**config.mk**
```make
export PLATFORM = sky130hd
export DESIGN_NAME = uvs_div_cell
export DESIGN_NICKNAME = d
export VERILOG_FILES = /design/src/sv/uv_sphere_tile_generator_macros.svh /design/src/sv/uvs_pkg.sv /design/src/sv/uvs_div_cell.sv
export SDC_FILE = /design/constraint.sdc
export NUM_CORES = 1
export LEC_CHECK = 0
export BUFFER_PORTS_ARGS = -buffer_cell sky130_fd_sc_hd__buf_2
export CORE_UTILIZATION = 30
export CTS_BUF_LIST = sky130_fd_sc_hd__clkbuf_4
export DETAILED_ROUTE_END_ITERATION = 12
export GPL_ROUTABILITY_DRIVEN = 0
export PLACE_DENSITY_LB_ADDON = 0.25
export SLEW_MARGIN = 5
export SYNTH_ARGS = -nofsm -noshare
export SYNTH_HDL_FRONTEND = slang
export SYNTH_SLANG_ARGS = --single-unit
```
**constraint.sdc**
```tcl
create_clock -name i_clk -period 3.9 [get_ports i_clk]
set_input_delay 0.195 -clock i_clk [delete_from_list [all_inputs] [get_ports i_clk]]
set_output_delay 0.195 -clock i_clk [all_outputs]
set_load 0.02 [all_outputs]
```
**src/sv/uv_sphere_tile_generator_macros.svh**
```systemverilog
// Assertion helpers for the tile generator RTL.
`ifndef UV_SPHERE_TILE_GENERATOR_MACROS_SVH
`define UV_SPHERE_TILE_GENERATOR_MACROS_SVH

// Same-cycle implication, masked during reset.
`define UVS_ASSERT_NOW(label, clk, rst_n, ante, cons) \
    label: assert property (@(posedge clk) disable iff (!rst_n) (ante) |-> (cons)) \
        else $error("tile generator check failed");

// Next-cycle implication, masked during reset.
`define UVS_ASSERT_NEXT(label, clk, rst_n, ante, cons) \
    label: assert property (@(posedge clk) disable iff (!rst_n) (ante) |=> (cons)) \
        else $error("tile generator check failed");

`endif

```
**src/sv/uvs_pkg.sv**
```systemverilog
`default_nettype none
package uvs_pkg;

    localparam int COORD_BITS   = 16;
    localparam int MAX_SEGMENTS = 256;

    localparam int IDX_W  = 8;
    localparam int CFG_W  = 9;
    localparam int CNT_W  = $clog2(MAX_SEGMENTS + 1);
    localparam int DIV_W  = CNT_W + 1;
    localparam int NUM_W  = 17 + CNT_W;
    localparam int PH_W   = 16;
    localparam int NLANE  = 4;
    localparam int NSIN   = 2 * NLANE;

    localparam logic [IDX_W-1:0] REG_LAT = 8'd0;
    localparam logic [IDX_W-1:0] REG_LON = 8'd1;

    localparam logic [CNT_W-1:0] LAT_MIN = CNT_W'(2);
    localparam logic [CNT_W-1:0] LON_MIN = CNT_W'(3);
    localparam logic [CNT_W-1:0] SEG_MAX = CNT_W'(MAX_SEGMENTS);

    // lanes: left/right longitude phase, top/bottom latitude phase
    localparam int LANE_TH0 = 0;
    localparam int LANE_TH1 = 1;
    localparam int LANE_PH0 = 2;
    localparam int LANE_PH1 = 3;

    localparam logic [PH_W-1:0] PH_QUARTER = 16'h4000;

    typedef struct packed {
        logic [NUM_W-1:0] num;
        logic [DIV_W-1:0] rem;
        logic [PH_W-1:0]  quo;
    } t_div_lane;

    typedef struct packed {
        logic                        vld;
        t_div_lane [NLANE-1:0]       lane;
    } t_div_stage;

    localparam logic [31:0] PI_Q30  = 32'd3373259426;
    localparam logic [30:0] ONE_Q30 = 31'h4000_0000;
    localparam int SIN_STAGES = 15;
    localparam int SIN_STEPS  = 4;

    typedef struct packed {
        logic        neg;
        logic [30:0] mag;
    } t_sval;

    // reciprocals for the Horner divisions, floor(2^RCP_SH / c)
    localparam int RCP_SH = 38;
    localparam int RCP_W  = 38;
    localparam int MUL_W  = RCP_W + 32;
    localparam logic [RCP_W-1:0] RCP_72 = RCP_W'((64'd1 << RCP_SH) / 64'd72);
    localparam logic [RCP_W-1:0] RCP_42 = RCP_W'((64'd1 << RCP_SH) / 64'd42);
    localparam logic [RCP_W-1:0] RCP_20 = RCP_W'((64'd1 << RCP_SH) / 64'd20);
    localparam logic [RCP_W-1:0] RCP_6  = RCP_W'((64'd1 << RCP_SH) / 64'd6);

    function automatic logic [31:0] step_div(input int s);
        case (s)
            0:       step_div = 32'd72;
            1:       step_div = 32'd42;
            2:       step_div = 32'd20;
            default: step_div = 32'd6;
        endcase
    endfunction

    function automatic logic [RCP_W-1:0] step_rcp(input int s);
        case (s)
            0:       step_rcp = RCP_72;
            1:       step_rcp = RCP_42;
            2:       step_rcp = RCP_20;
            default: step_rcp = RCP_6;
        endcase
    endfunction

    localparam int OUT_SHIFT = 62 - COORD_BITS;
    localparam int PROD_W    = 62;
    localparam int CORNER_W  = 3;
    localparam logic [CORNER_W-1:0] LAST_CORNER = 3'd5;

    // corner order TL, BL, BR, TL, BR, TR
    function automatic logic corner_right(input logic [CORNER_W-1:0] k);
        case (k)
            3'd2, 3'd4, 3'd5: corner_right = 1'b1;
            default:          corner_right = 1'b0;
        endcase
    endfunction

    function automatic logic corner_bottom(input logic [CORNER_W-1:0] k);
        case (k)
            3'd1, 3'd2, 3'd4: corner_bottom = 1'b1;
            default:          corner_bottom = 1'b0;
        endcase
    endfunction

endpackage
`default_nettype wire

```
**src/sv/uvs_div_cell.sv**
```systemverilog
`default_nettype none
module uvs_div_cell
    import uvs_pkg::*;
(
    input  wire logic             i_clk,
    input  wire logic             i_rst_n,
    input  wire logic             i_en,
    input  wire t_div_stage       i_stage,
    input  wire logic [DIV_W-1:0] i_dlon,
    input  wire logic [DIV_W-1:0] i_dlat,
    output t_div_stage            o_stage
);

    logic                  r_vld;
    t_div_lane [NLANE-1:0] r_lane;
    t_div_lane [NLANE-1:0] n_lane;

    // one restoring step per lane: shift in a numerator bit, subtract if it fits
    always_comb begin
        logic [DIV_W:0]   t;
        logic [DIV_W-1:0] d;
        logic             ge;
        for (int l = 0; l < NLANE; l++) begin
            d  = (l < LANE_PH0) ? i_dlon : i_dlat;
            t  = {i_stage.lane[l].rem, i_stage.lane[l].num[NUM_W-1]};
            ge = (t >= {1'b0, d});
            n_lane[l].rem = ge ? DIV_W'(t - {1'b0, d}) : DIV_W'(t);
            n_lane[l].num = {i_stage.lane[l].num[NUM_W-2:0], 1'b0};
            n_lane[l].quo = {i_stage.lane[l].quo[PH_W-2:0], ge};
        end
    end

    always_ff @(posedge i_clk) begin
        if (!i_rst_n) begin
            r_vld <= 1'b0;
        end else if (i_en) begin
            r_vld <= i_stage.vld;
        end
    end

    always_ff @(posedge i_clk) begin
        if (i_en) begin
            r_lane <= n_lane;
        end
    end

    assign o_stage.vld  = r_vld;
    assign o_stage.lane = r_lane;

endmodule
`default_nettype wire

```
==> results.tsv <==
metric	value	unit
HPWL Detailed	18.5	mm
Pre-Repair DR Iteration Count	4	
commonest non-fill, non-tap cells in the layout	buf_2, dlygate4sd3_1, edfxtp_1	
Least-Margin Pin Slew	0.809	ns
Crit path largest cell delay	0.56	ns
setup_tns	0	ns
final hold vios	0	
Clock Skew	0	ns
final worst path period need	2.70	ns
Cell Chain, Critical Path	dlygate4sd3_1, buf_2, ha_1, a21oi_1, o21ai_0, a21oi_2, a21oi_1, or4_4, mux2i_1, dlygate4sd3_1	
count of pins over their slew limit	0	
CTS tree	yes	
Crit. End Element	flop	
clock-pin slew on the worst setup and hold paths	0.06	ns
DRT antenna net count	0	
Hold Crit Class	in2reg	
CP Launch Type	input pin	
synth unique cells	38	
pin count of the biggest net entering global routing	99	
number of cells after detailed placement	1302	
unrepaired setup endpoints after global routing	false	
share of layout cells above drive strength 1	0.466	
Pleak	6.22	nW
period utilization	0.693	
number of setup buffers added after CTS	0	
most common cell after layout, fill and taps aside	buf_2	
core area	27900	um^2
status	finished, final reports clean	
max_cap viols	0	
CP arrival	3.11	ns
# port buffers	432	
Syn Std Cell Area	8510	um^2
Slowest-stage cell, CP	or4_4	
sequential area share after synthesis	0.722	
worst vdd ir	0.271	mV
via count	6802	
Top FF cell, synth	edfxtp_1	
Layout area overhead	63.9	%
Reg2Reg Launch Point	r_vld$_SDFFE_PN0P_	
Reg2Reg Depth	3	
switching power share of the total	0.274	
register share of total power	0.459	
Comb pwr share	0.214	
clock power share	0.327	
Mapped Cells	492	
Clock Tree Buf Depth	3	
fill count	2420	
hold path start	i_dlon[1]	
Highest Clock Rate	370	MHz
NetSw	1.63	mW
initial antenna violation count	1	
Remaining Overflow, GRT	0	
synthesized flop and latch total	205	
starting density of the core	0.306	
Final Non-Filler Cells	1610	
CTS Buf Count	56	
Post-synth EDFFs	204	
CTS sink count	205	
num rows	61	
Worst Hold Path EP	o_stage[17]$_DFFE_PP_	
reg-to-reg slack, setup	2.74	ns
Detailed Route Iter0 Violations	249	
die height	170	um
worst rel slew slack	0.460	
Setup violations, final	0	
Post-synth ARST share	0	
die width	170	um
Power Density	424	nW/um^2
vias in the first global route	7265	
clk root buf	clkbuf_4	
RR Endpoint	r_vld$_SDFFE_PN0P_	
CTS H-tree depth	2	
GR Util All Layers	0.171	
routed length per placed instance	16.1	um
Die ar.	29100	um^2
critical setup path kind	in2reg	
Vias per Instance	4.22	
Ports	441	
final WL	25.9	mm
yosys warns	0	
nets@finish	1468	
syn_area_per_cell	17.3	um^2
first-pass GRT wire length	37.8	mm
drt drc	0	
WHS Path Cells	4	
Pint	4.30	mW
CP required	4.31	ns
crit-path max FO	11	
Skew-Pair Late Insertion Delay	0.65	ns
[flip-flops by register name, indices dropped and copies added (netlist names)]
signal and cells:
o_stage 204, r_vld 1
[cell families after synthesis]
kind of cell / count (synthesis) / synth area share
DFF: 205 / 0.722
AOI/OAI and AO/OA: 60 / 0.0510
other: 1 / 0.000441
and+or+nand+nor: 70 / 0.0419
muxes: 41 / 0.0638
adders and majority gates: 44 / 0.0682
buffers and inverters: 43 / 0.0238
xor gates and xnor gates: 28 / 0.0288
[layout make-up]
class                      count  area (um^2)  area share
multi-input combinational    247         2170       0.156
antenna                        1         2.50    0.000179
inverter                      35          131     0.00941
clock buffer                  84          631      0.0452
sequential                   205         6150       0.440
tap                          378          473      0.0339
clock inverter                13         86.3     0.00619
timing repair buffer         647         4310       0.309
[metrics by stage]
step / setup slack (ns) / cell area [um^2] / utilization / hold WS, ns / power [mW]
6_report: 1.20 / 14000 / 0.501 / 0.227 / 5.92
5_1_grt: 1.13 / 14000 / 0.501 / 0.174 / 6.22
4_1_cts: 1.26 / 14000 / 0.501 / 0.147 / 6.02
3_5_place_dp: 1.34 / 11100 / 0.400 / 0.373 / 3.86
3_3_place_gp: 1.31 / 11100 / 0.400 / 0.372 / 3.84
2_1_floorplan: 1.63 / 8520 / - / 0.294 / 3.42
[routing by layer]
layer,GRT usage,wire length [um],up-vias
met3,0.0463,1840,59
met1,0.190,9970,3162
met2,0.304,13200,285
li1,-,-,3296
met5,0,0,-
met4,0.0819,898,0
[Yosys cell counts, types with 2 or more instances]
cell	count	area, um^2
edfxtp_1	204	6130
ha_1	40	500
inv_1	35	131
mux2_4	24	360
a21oi_1	19	95.1
nand2_1	19	71.3
nor2_1	19	71.3
xnor2_1	16	140
xor2_1	12	105
mux2_2	10	113
nor2b_1	9	56.3
a21oi_2	7	61.3
mux2i_1	7	70.1
nand4_1	7	43.8
a211oi_1	6	45.0
o21ai_0	6	30.0
a21o_1	5	37.5
buf_4	5	37.5
nand3_1	5	25.0
fa_1	4	80.1
o2111ai_1	4	35.0
o21a_1	4	30.0
buf_6	3	33.8
nand3b_1	3	22.5
o221ai_1	3	26.3
or4_4	3	33.8
and2b_1	2	15.0
[power by group through the flow]
stage          registers, mW  logic [mW]  clock network (mW)
6_report                2.72        1.27                1.94
4_1_cts                 2.72        1.27                2.02
5_1_grt                 2.74        1.36                2.13
3_3_place_gp            2.76        1.09                   0
2_1_floorplan           3.05       0.372                   0
3_5_place_dp            2.76        1.09                   0
[timing repair]
item	CTS	global route
hold buffers	210	0
endpoints found under the hold margin	204	0
resized for setup	0	0
[worst max-delay path by stage]
| stage | startpoint | endpoint |
|---|---|---|
| 3_3_place_gp | i_stage[207] | o_stage[180]$_DFFE_PP_ |
| 4_1_cts | i_stage[125] | o_stage[120]$_DFFE_PP_ |
| 3_5_place_dp | i_stage[207] | o_stage[180]$_DFFE_PP_ |
| 5_1_grt | i_stage[21] | o_stage[16]$_DFFE_PP_ |
| 2_1_floorplan | i_stage[207] | o_stage[180]$_DFFE_PP_ |
| 6_report | i_stage[125] | o_stage[120]$_DFFE_PP_ |
[worst max-delay path: cells and delay by family]
kind                       cells  cell delay (ns)
muxes                          1             0.16
AOI/OAI and AO/OA              4             0.61
and+or+nand+nor                1             0.56
adders and majority gates      1             0.36
buffers and inverters          3             1.22
Note: power is estimated with default switching activity, not from simulation.
